--- src/cbz_pkg.sv ---
// Shared types, codes and weight table for the B-spline to Bezier converter.
package cbz_pkg;

  localparam int COORD_BITS_DEF = 24;

  // Result roles
  localparam logic [1:0] ROLE_JUNC   = 2'd0;
  localparam logic [1:0] ROLE_INNER1 = 2'd1;
  localparam logic [1:0] ROLE_INNER2 = 2'd2;

  // Kinds of result point, each a weighted sum over 12
  localparam logic [2:0] KIND_E_FIRST = 3'd0;
  localparam logic [2:0] KIND_E_INNER = 3'd1;
  localparam logic [2:0] KIND_F       = 3'd2;
  localparam logic [2:0] KIND_G       = 3'd3;
  localparam logic [2:0] KIND_Z       = 3'd4;

  typedef struct packed {
    logic [3:0] w0;
    logic [3:0] w1;
    logic [3:0] w2;
  } wgt_t;

  typedef struct packed {
    logic [1:0] role;
    logic       run_last;
    logic       curve_end;
  } tag_t;

  // All weights share the denominator 12, so one rounding divider serves all.
  function automatic wgt_t kind_wgt(input logic [2:0] kind);
    wgt_t w;
    case (kind)
      KIND_E_FIRST: w = '{w0: 4'd3, w1: 4'd7, w2: 4'd2};
      KIND_E_INNER: w = '{w0: 4'd2, w1: 4'd8, w2: 4'd2};
      KIND_F:       w = '{w0: 4'd0, w1: 4'd8, w2: 4'd4};
      KIND_G:       w = '{w0: 4'd0, w1: 4'd4, w2: 4'd8};
      KIND_Z:       w = '{w0: 4'd2, w1: 4'd7, w2: 4'd3};
      default:      w = '{w0: 4'd0, w1: 4'd0, w2: 4'd0};
    endcase
    return w;
  endfunction

endpackage

--- src/cbz_coord.sv ---
// One coordinate: weighted sum, then rounded division by 12, three stages.
module cbz_coord #(
  parameter int CB = cbz_pkg::COORD_BITS_DEF
) (
  input  logic                 clk,
  input  logic                 en,
  input  logic signed [CB-1:0] x0,
  input  logic signed [CB-1:0] x1,
  input  logic signed [CB-1:0] x2,
  input  cbz_pkg::wgt_t        wgt,
  output logic signed [CB-1:0] q
);

  localparam int NW = CB + 4;       // signed sum of up to 12 * |x|
  localparam int MW = CB + 1;       // (|n| + 6) / 4
  localparam int K  = MW / 2;       // low half of the divide by 3
  localparam int HW = MW - K;       // high half
  localparam longint unsigned MH3_L = ((64'd1 << (HW + 1)) + 64'd2) / 64'd3;
  localparam longint unsigned MT3_L = ((64'd1 << (K + 3)) + 64'd2) / 64'd3;
  localparam logic [HW-1:0]  MH3 = MH3_L[HW-1:0];
  localparam logic [K+1:0]   MT3 = MT3_L[K+1:0];

  // stage 1: weighted sum
  logic signed [NW-1:0] e0, e1, e2, w0e, w1e, w2e, n_nxt;
  logic signed [NW-1:0] n_r;

  assign e0  = NW'(x0);
  assign e1  = NW'(x1);
  assign e2  = NW'(x2);
  assign w0e = NW'(wgt.w0);
  assign w1e = NW'(wgt.w1);
  assign w2e = NW'(wgt.w2);
  assign n_nxt = e0 * w0e + e1 * w1e + e2 * w2e;

  // stage 2: magnitude with half added, high half divided by 3
  logic              neg;
  logic [NW-1:0]     mag, mag6;
  logic [MW-1:0]     m;
  logic [2*HW-1:0]   ph;
  logic              neg_r;
  logic [HW-2:0]     qh_r;
  logic [HW-1:0]     mh_r;
  logic [K-1:0]      ml_r;

  assign neg  = n_r[NW-1];
  assign mag  = neg ? NW'(-n_r) : NW'(n_r);
  assign mag6 = mag + NW'(6);
  assign m    = mag6[MW+1:2];
  assign ph   = (2*HW)'(m[MW-1:K]) * (2*HW)'(MH3);

  // stage 3: remainder carried into low half, then sign
  logic [HW+1:0]   r3;
  logic [K+1:0]    t;
  logic [2*K+3:0]  pt;
  logic [K-1:0]    qt;
  logic [CB-1:0]   qu;
  logic signed [CB-1:0] q_r;

  assign r3 = (HW+2)'(mh_r) - (((HW+2)'(qh_r)) << 1) - (HW+2)'(qh_r);
  assign t  = {r3[1:0], ml_r};
  assign pt = (2*K+4)'(t) * (2*K+4)'(MT3);
  assign qt = pt[2*K+2:K+3];
  assign qu = {qh_r, qt};

  always_ff @(posedge clk) begin
    if (en) begin
      n_r   <= n_nxt;
      neg_r <= neg;
      qh_r  <= ph[2*HW-1:HW+1];
      mh_r  <= m[MW-1:K];
      ml_r  <= m[K-1:0];
      q_r   <= neg_r ? $signed(-qu) : $signed(qu);
    end
  end

  assign q = q_r;

endmodule

--- src/cbz_seq.sv ---
// Control point window, point count and per-segment result sequencer.
module cbz_seq #(
  parameter int CB = cbz_pkg::COORD_BITS_DEF
) (
  input  logic                      clk,
  input  logic                      rst_n,
  input  logic                      in_valid,
  input  logic [2:0][CB-1:0]        in_pt,
  input  logic                      in_fin,
  output logic                      in_stall,
  input  logic                      adv,
  output logic                      iss_valid,
  output cbz_pkg::tag_t             iss_tag,
  output cbz_pkg::wgt_t             iss_wgt,
  output logic [2:0][2:0][CB-1:0]   iss_ops   // [coord][slot]
);

  logic [2:0][2:0][CB-1:0] win_r;     // [slot][coord], slot 0 oldest
  logic [2:0]              cnt_r;
  logic                    job_v_r;
  logic [1:0]              idx_r;
  logic [2:0][2:0][CB-1:0] job_w_r;
  logic [2:0][CB-1:0]      job_p_r;
  logic                    first_r;
  logic                    fin_r;

  logic       acc, job_last, issue;
  logic [2:0] kind;

  assign acc      = in_valid & ~in_stall;
  assign job_last = fin_r ? (idx_r == 2'd3) : (idx_r == 2'd2);
  assign issue    = job_v_r & adv;
  assign in_stall = job_v_r & ~(adv & job_last);

  always_ff @(posedge clk) begin
    if (!rst_n) begin
      cnt_r   <= 3'd0;
      job_v_r <= 1'b0;
      idx_r   <= 2'd0;
    end else begin
      // a new segment starts when none is pending or on the last issue of the previous one
      if (acc && (cnt_r >= 3'd3)) begin
        job_v_r <= 1'b1;
        idx_r   <= 2'd0;
      end else if (issue) begin
        if (job_last) begin
          job_v_r <= 1'b0;
          idx_r   <= 2'd0;
        end else begin
          idx_r <= idx_r + 2'd1;
        end
      end
      if (acc) begin
        if (in_fin) cnt_r <= 3'd0;
        else if (cnt_r < 3'd4) cnt_r <= cnt_r + 3'd1;
      end
    end
  end

  // window contents are only read once three points are held
  always_ff @(posedge clk) begin
    if (acc) begin
      win_r[0] <= win_r[1];
      win_r[1] <= win_r[2];
      win_r[2] <= in_pt;
      if (cnt_r >= 3'd3) begin
        job_w_r <= win_r;
        job_p_r <= in_pt;
        first_r <= (cnt_r == 3'd3);
        fin_r   <= in_fin;
      end
    end
  end

  always_comb begin
    case (idx_r)
      2'd0:    kind = first_r ? cbz_pkg::KIND_E_FIRST : cbz_pkg::KIND_E_INNER;
      2'd1:    kind = cbz_pkg::KIND_F;
      2'd2:    kind = cbz_pkg::KIND_G;
      2'd3:    kind = cbz_pkg::KIND_Z;
      default: kind = cbz_pkg::KIND_G;
    endcase
  end

  always_comb begin
    for (int c = 0; c < 3; c++) begin
      if (kind == cbz_pkg::KIND_Z) begin
        iss_ops[c][0] = job_w_r[1][c];
        iss_ops[c][1] = job_w_r[2][c];
        iss_ops[c][2] = job_p_r[c];
      end else begin
        iss_ops[c][0] = job_w_r[0][c];
        iss_ops[c][1] = job_w_r[1][c];
        iss_ops[c][2] = job_w_r[2][c];
      end
    end
  end

  always_comb begin
    iss_tag.curve_end = (kind == cbz_pkg::KIND_Z);
    iss_tag.run_last  = (kind == cbz_pkg::KIND_Z) | ((kind == cbz_pkg::KIND_G) & ~fin_r);
    case (kind)
      cbz_pkg::KIND_F: iss_tag.role = cbz_pkg::ROLE_INNER1;
      cbz_pkg::KIND_G: iss_tag.role = cbz_pkg::ROLE_INNER2;
      default:         iss_tag.role = cbz_pkg::ROLE_JUNC;
    endcase
  end

  assign iss_wgt   = cbz_pkg::kind_wgt(kind);
  assign iss_valid = job_v_r;

endmodule

--- src/cubic_bspline_to_bezier.sv ---
// Top level: uniform cubic B-spline control points in, Bezier points out.
//
//  channel | handshake           | payload
//  --------+---------------------+------------------------------------------------
//  in      | in_valid, in_stall  | in_point_x/y/z, in_final_point
//  out     | out_valid, out_stall| out_x/y/z, out_role, out_run_last, out_curve_end
//
// One Bezier point leaves per cycle while the output is not stalled; a control
// point that completes a segment issues three results (four on the final point),
// and further points are stalled until the last of them issues. Each result is
// registered after the sum, after the divide of the high half and after the divide
// of the low half, all stages halting together while a valid output is stalled.
// Synchronous reset clears the point count, the pending segment and stage valids.
module cubic_bspline_to_bezier #(
  parameter int COORD_BITS = cbz_pkg::COORD_BITS_DEF
) (
  input  logic                         clk,
  input  logic                         rst_n,
  input  logic                         in_valid,
  output logic                         in_stall,
  input  logic signed [COORD_BITS-1:0] in_point_x,
  input  logic signed [COORD_BITS-1:0] in_point_y,
  input  logic signed [COORD_BITS-1:0] in_point_z,
  input  logic                         in_final_point,
  output logic                         out_valid,
  input  logic                         out_stall,
  output logic signed [COORD_BITS-1:0] out_x,
  output logic signed [COORD_BITS-1:0] out_y,
  output logic signed [COORD_BITS-1:0] out_z,
  output logic [1:0]                   out_role,
  output logic                         out_run_last,
  output logic                         out_curve_end
);

  localparam int CB = COORD_BITS;

  logic                    adv, iss_valid;
  logic [2:0][CB-1:0]      in_pt;
  cbz_pkg::tag_t           iss_tag, t1_r, t2_r, t3_r;
  cbz_pkg::wgt_t           iss_wgt;
  logic [2:0][2:0][CB-1:0] iss_ops;
  logic [2:0][CB-1:0]      q;
  logic                    v1_r, v2_r, v3_r;

  assign in_pt = {in_point_z, in_point_y, in_point_x};
  assign adv   = ~(v3_r & out_stall);

  cbz_seq #(.CB(CB)) u_seq (
    .clk      (clk),
    .rst_n    (rst_n),
    .in_valid (in_valid),
    .in_pt    (in_pt),
    .in_fin   (in_final_point),
    .in_stall (in_stall),
    .adv      (adv),
    .iss_valid(iss_valid),
    .iss_tag  (iss_tag),
    .iss_wgt  (iss_wgt),
    .iss_ops  (iss_ops)
  );

  for (genvar c = 0; c < 3; c++) begin : g_coord
    cbz_coord #(.CB(CB)) u_coord (
      .clk(clk),
      .en (adv),
      .x0 ($signed(iss_ops[c][0])),
      .x1 ($signed(iss_ops[c][1])),
      .x2 ($signed(iss_ops[c][2])),
      .wgt(iss_wgt),
      .q  (q[c])
    );
  end

  always_ff @(posedge clk) begin
    if (!rst_n) begin
      v1_r <= 1'b0;
      v2_r <= 1'b0;
      v3_r <= 1'b0;
    end else if (adv) begin
      v1_r <= iss_valid;
      v2_r <= v1_r;
      v3_r <= v2_r;
    end
  end

  always_ff @(posedge clk) begin
    if (adv) begin
      t1_r <= iss_tag;
      t2_r <= t1_r;
      t3_r <= t2_r;
    end
  end

  assign out_valid     = v3_r;
  assign out_x         = $signed(q[0]);
  assign out_y         = $signed(q[1]);
  assign out_z         = $signed(q[2]);
  assign out_role      = t3_r.role;
  assign out_run_last  = t3_r.run_last;
  assign out_curve_end = t3_r.curve_end;

  // final junction always closes the run and is a junction point
  a_end_junc: assert property (@(posedge clk) disable iff (!rst_n)
    out_valid && out_curve_end |-> out_run_last && (out_role == cbz_pkg::ROLE_JUNC))
    else $error("curve end on a non-closing result");

  // requests are refused only while a segment is still being issued
  a_stall_busy: assert property (@(posedge clk) disable iff (!rst_n)
    !iss_valid |-> !in_stall)
    else $error("input stalled with no pending segment");

  // an accepted first inner point is always followed by a second inner point
  a_role_order: assert property (@(posedge clk) disable iff (!rst_n)
    out_valid && !out_stall && (out_role == cbz_pkg::ROLE_INNER1) |=>
      !out_valid || (out_role == cbz_pkg::ROLE_INNER2))
    else $error("inner points out of order");

endmodule
--- config.mk ---
export PLATFORM = sky130hd
export DESIGN_NAME = cubic_bspline_to_bezier
export DESIGN_NICKNAME = d
export VERILOG_FILES = /design/src/cbz_pkg.sv /design/src/cbz_coord.sv /design/src/cbz_seq.sv /design/src/cubic_bspline_to_bezier.sv
export SDC_FILE = /design/constraint.sdc
export NUM_CORES = 2
export LEC_CHECK = 0
export BUFFER_PORTS_ARGS = -buffer_cell sky130_fd_sc_hd__buf_2
export CORE_UTILIZATION = 41
export CTS_BUF_LIST = sky130_fd_sc_hd__clkbuf_8
export DETAILED_ROUTE_END_ITERATION = 16
export GPL_ROUTABILITY_DRIVEN = 0
export SYNTH_ARGS = -nofsm -noshare
export SYNTH_HDL_FRONTEND = slang
export SYNTH_SLANG_ARGS = --single-unit
--- constraint.sdc ---
create_clock -name clk -period 29.3 [get_ports clk]
set_input_delay 2.93 -clock clk [delete_from_list [all_inputs] [get_ports clk]]
set_output_delay 2.93 -clock clk [all_outputs]
set_load 0.03 [all_outputs]
# == After elaboration in Yosys (flattened, before gate mapping) ==
# Index checks and enable logic that the tools add are counted.
# word_totals
regBits,764
input_bits,77
output_inout_bits,78
wordCells,146
# classes
addsub,23
n_mul,15
magnitude_cmp,2
eq_ne,8
mux,20
n_bitwise,12
n_reduce_logical,10
# op_table
operator,count
2-to-1 mux 72 bit,3
adder 28 bit,6
multiplier 24 x 5 -> 28 bit,6
"adder 27 x 3 -> 27 bit, second input constant",3
"multiplier 14 x 14 -> 27 bit, second input constant",3
multiplier 24 x 3 -> 27 bit,3
2-to-1 mux 27 bit,3
negator 27 bit,3
"multiplier 13 x 12 -> 25 bit, second input constant",3
2-to-1 mux 24 bit,3
negator 24 bit,3
case mux 10 bit (5 select lines),1
case mux 3 bit (4 select lines),1
subtractor 2 bit,6
"== test 3 x 2 -> 1 bit, second input constant",3
AND 1 bit,6
2-to-1 mux 3 bit,2
AND reduction 2 bit,3
nonzero test 2 bit,3
2-to-1 mux 1 bit,5
inverter 1 bit,5
"== test 2 bit, second input constant",2
case mux 2 bit (2 select lines),1
"adder 3 x 1 -> 3 bit, second input constant",1
other kinds (12),12

# == Longest topological paths before layout ==
# logic_depth
word_depth,10
depth_mapped,38
depth_no_buf,36

# == Hierarchy ==
# From an unflattened synthesis, not the netlist that was laid out.
# hier_totals
hier_cells,7230
hier_area_um2,80000.5
# modules_own_cells
mod,n_inst,cells_each,area_each_um2,seq_area_each_um2
cbz_coord (g_coord[2].u_coord),1,2178,20729.9,2372.3
cbz_coord (g_coord[1].u_coord),1,2112,20310.7,2372.3
cbz_coord (g_coord[0].u_coord),1,2102,20153.1,2372.3
cbz_seq,1,813,18331.3,15314.7
cubic_bspline_to_bezier,1,25,475.5,420.4

# == Worst setup path after synthesis ==
# OpenSTA, ideal clock, no wires.
# synth_path
path_type,input-to-reg
startpoint,input port out_stall
endpoint,register u_seq.fin_r (enable)
setup_time_ns,0.632
arrival_ns,13.857
required_ns,28.668
path_slack_ns,14.811
stages,6
path_buffers,0
path_cell_list,and2_1 -> o21ai_0 -> nand2_1 -> inv_1 -> nand2_1 -> inv_1
# synth_between
elab_chain_cells,8
# synth_lines
element,line_no,text
start: declaration,cubic_bspline_to_bezier.sv:26,"input logic out_stall,"
AND 1 bit,cubic_bspline_to_bezier.sv:46,assign adv = ~(v3_r & out_stall);
inverter 1 bit,cubic_bspline_to_bezier.sv:46,
AND 1 bit,cbz_seq.sv:33,assign in_stall = job_v_r & ~(adv & job_last);
inverter 1 bit,cbz_seq.sv:33,
AND 1 bit,cbz_seq.sv:33,
inverter 1 bit,cbz_seq.sv:30,assign acc = in_valid & ~in_stall;
AND 1 bit,cbz_seq.sv:30,
via u_seq.acc,cbz_seq.sv:27,"logic acc, job_last, issue;"
AND reduction 2 bit (no line),--,
end signal: assignment,cbz_seq.sv:70,fin_r <= in_fin;
end: declaration,cbz_seq.sv:25,logic fin_r;
# The timed path passes the listed nets, and every way through them passes these cells.
# A chain may end at the register's enable or synchronous reset.

# == Worst setup path in the final report ==
# layout_path
startpoint,register u_seq.idx_r[0]
endpoint,"register g_coord[1].u_coord.n_r[27], data pin"
# layout_between
elab_chain_cells,7
word_cells_on_any_way,17
classes_between,add/sub (2); mul (3); eq/ne (7); mux (3); reduce/logical (2)
# layout_lines
element,line_no,text
start: declaration,cbz_seq.sv:21,logic [1:0] idx_r;
start signal: assignment,cbz_seq.sv:50,idx_r <= idx_r + 2'd1;
"== test 2 bit, or another cell as far along",cbz_seq.sv:76,case (idx_r)
case mux 3 bit (4 select lines) *,cbz_seq.sv:76,
"== test 3 bit, or another cell as far along","cbz_pkg.sv:33, cbz_seq.sv:87",
case mux 10 bit (5 select lines) / 2-to-1 mux 72 bit (equally long branches),"cbz_pkg.sv:33, cbz_seq.sv:87",
multiplier 24 x 3 -> 27 bit / multiplier 24 x 5 -> 28 bit (equally long branches),cbz_coord.sv:33,assign n_nxt = e0 * w0e + e1 * w1e + e2 * w2e;
adder 28 bit,cbz_coord.sv:33,
adder 28 bit *,cbz_coord.sv:33,
via g_coord[1].u_coord.n_nxt[27],cbz_coord.sv:24,"logic signed [NW-1:0] e0, e1, e2, w0e, w1e, w2e, n_nxt;"
end signal: assignment,cbz_coord.sv:67,n_r <= n_nxt;
end: declaration,cbz_coord.sv:25,logic signed [NW-1:0] n_r;
# The timed path passes the listed nets; every way through them passes the cells marked *.

==> results_dict.tcl <==
set metrics [dict create \
    via_per_inst 4.94 \
    num-fill-cells 16700 \
    cts-buffers-inserted 138 \
    cp_max_fo 44 \
    async_flop_share 0 \
    tightest_slew_ns 1.03 \
    hp-class "flip-flop to flip-flop" \
    place.detailed.hpwl_um 130000 \
    finalHoldViolCount 0 \
    synthesis.area_mm2 0.0741 \
    worst_skew_pair.late_latency_ns 0.92 \
    cts_num_sinks 764 \
    use_met3 0.0275 \
    root_buffer "clkbuf_8" \
    drv_cap 0 \
    grt_pass1_vias 49300 \
    final_layout_size_suffix_gt1_frac 0.0628 \
    gr-usage-all-layers 0.179 \
    syn_to_final_growth_pct 8.34 \
    final_cell_mix "1499 x inv_1, 944 x ha_1, 813 x fa_1" \
    critPathKind "flip-flop to flip-flop" \
    cts-resized-gates 0 \
    layout_commonest_cell "inv_1" \
    worstSetupEndpointType "flip-flop" \
    antenna_found_initial 20 \
    synth_area_leaders "edfxtp_1 31%, fa_1 22%, ha_1 16%, inv_1 7.4%, xnor2_1 3.5%" \
    relSlewSlack 0.313 \
    arrival_ns 10.92 \
    pin_count 155 \
    synth_edf_count 755 \
    dieArea_mm2 0.182 \
    critical-path-max-stage-delay_ns 0.68 \
    grt_max_degree 122 \
    required_ns 29.92 \
    rows 155 \
    rsz0062_at_grt "false" \
    final_nets 8887 \
    multi_input_area_mm2 0.0452 \
    cts_buffer_depth 3 \
    initial_core_util 0.414 \
    grt_overflow 0 \
    syn_avg_cell_area_um2 10.8 \
    grt_util_met1 0.248 \
    path_clk_slew_ns 0.06 \
    die_x_um 427 \
    grt-busiest-layer "met2" \
    setup_viol 0 \
    core_area_mm2 0.179 \
    synth_ff_type "edfxtp_1" \
    syn-num-nets 8707 \
    drcViolationCount 0 \
    grt_pass1_wl_um 260000 \
    max_freq_mhz 97.1 \
    startpoint_type "flip-flop" \
    drt-pass1-iter-count 6 \
    layout_min_cycle_time_ns 10.29 \
    wl_um 160000 \
    cts_tree "built" \
    yosysSeqAreaShare 0.309 \
    antenna_left 0 \
    fin_worst_skew_ns 0.0522 \
    cts_setup_buffers 0 \
    slew_violations 0 \
    drt-initial-drc-count 2627 \
    cts.htree.levels 4 \
    routedWlPerCell_um 16.8 \
    crit_top_cell "a21oi_1" \
    port_buffers 154 \
    cts.hold.buffers_added 0 \
    yosysTopAreaCell "edfxtp_1" \
    ys_types 92 \
    utilization 0.448 \
    fin_setup_tns_ns 0 \
    syn_inst 6869 \
    vias 47000 \
    status "complete, no violations" \
    seq_area_mm2 0.0229 \
    use_met2 0.293 \
    ys_seq_elements 764 \
    cp_slowest_cell "o41ai_1" \
    die_h_um 427 \
    ys_warn_count 0 \
    finalCritPeriodShare 0.351 \
    yosys.area.top_type_share 0.306 \
]
[layer usage]
layer  share of wire  wire length (um)
met1            0.48             76300
met4           0.022              3470
met2            0.46             73800
met3           0.041              6600
met5         0.00058                93
[cells by family (layout without fill, tap and decap cells)]
logic type                 count (synthesis)  count (layout)  synth area share
adders and majority gates               1761            1761             0.380
buffers and inverters                   1605            1889            0.0820
and+or+nand+nor                         1378            1378            0.0880
AOI/OAI and AO/OA                        766             766            0.0686
DFF                                      764             764             0.309
xor gates and xnor gates                 440             440            0.0520
muxes                                    155             155            0.0210
other                                      0               6                 0
[final timing paths]
path / to / slack, ns / from / depth (start not counted)
setup / recovery: g_coord[1].u_coord.n_r[27] / 19.01 / u_seq.idx_r[0] / 35
hold / removal: u_seq.job_w_r[60] / 0.41 / u_seq.win_r[60] / 0
setup reg to reg: g_coord[1].u_coord.n_r[27] / 19.01 / u_seq.idx_r[0] / 35
hold reg to reg: u_seq.job_w_r[60] / 0.41 / u_seq.win_r[60] / 0
[flip-flops by register name, indices dropped and copies added (netlist names), 4 cells and up]
name and count:
t1_r 4, u_seq.win_r 216, g_coord.u_coord.q 72, g_coord.u_coord.qh_r 36, g_coord.u_coord.ml_r 36, t2_r 4
g_coord.u_coord.mh_r 6, g_coord.u_coord.n_r 84, u_seq.job_w_r 216, u_seq.job_p_r 72
[critical path: cells and delay by family, from the launching register on]
kind                       cells  cell delay (ns)
buffers and inverters          7             2.19
AOI/OAI and AO/OA             14             3.38
DFF                            1             0.40
xor gates and xnor gates       2             0.25
and+or+nand+nor                4             0.76
muxes                          1             0.45
adders and majority gates      7             2.51
[cell type report]
| class | instances | share of cell area |
|---|---|---|
| multi-input combinational | 4500 | 0.563 |
| clock buffer | 141 | 0.0242 |
| timing repair buffer | 182 | 0.0127 |
| inverter | 1463 | 0.0687 |
| antenna | 6 | 0.000187 |
| tap | 2355 | 0.0367 |
| clock inverter | 103 | 0.00962 |
| sequential | 764 | 0.285 |
[cell usage after synthesis (all sizes together) (7+ instances only)]
library cell  count
a21o            122
a21oi           180
nor3b            13
o21ai           151
o31a              8
o211ai           12
inv            1462
nor4             21
a211oi           23
o31ai            51
fa              813
and2             67
xor2            141
a22oi             8
a211o             9
a41oi            10
and3             21
nand2b          111
a21boi           24
xnor2           299
nand4            17
or3              31
nor2b            50
nor3             60
mux2i           153
nand2           302
dfxtp             9
a31oi            36
nand3            59
or2              33
o41ai            19
nand3b            9
edfxtp          755
ha              948
nor2            544
o21bai           20
or4              20
o21a             29
a32oi             7
clkbuf          121
buf              21
[stage by stage]
stage / instance area (um^2) / setup WS [ns] / instances / hold WS [ns]
2_1_floorplan: 74100 / 14.81 / 6869 / 0.400
3_3_place_gp: 77500 / 19.21 / 9264 / 0.400
3_5_place_dp: 77500 / 19.00 / 9264 / 0.405
4_1_cts: 80200 / 18.96 / 9508 / 0.407
5_1_grt: 80300 / 18.39 / 9514 / 0.414
6_report: 80300 / 19.01 / 9514 / 0.409
Power is left out: the tool's default activity adds up to more than one toggle a clock period on the data nets, which glitch-free logic cannot reach.
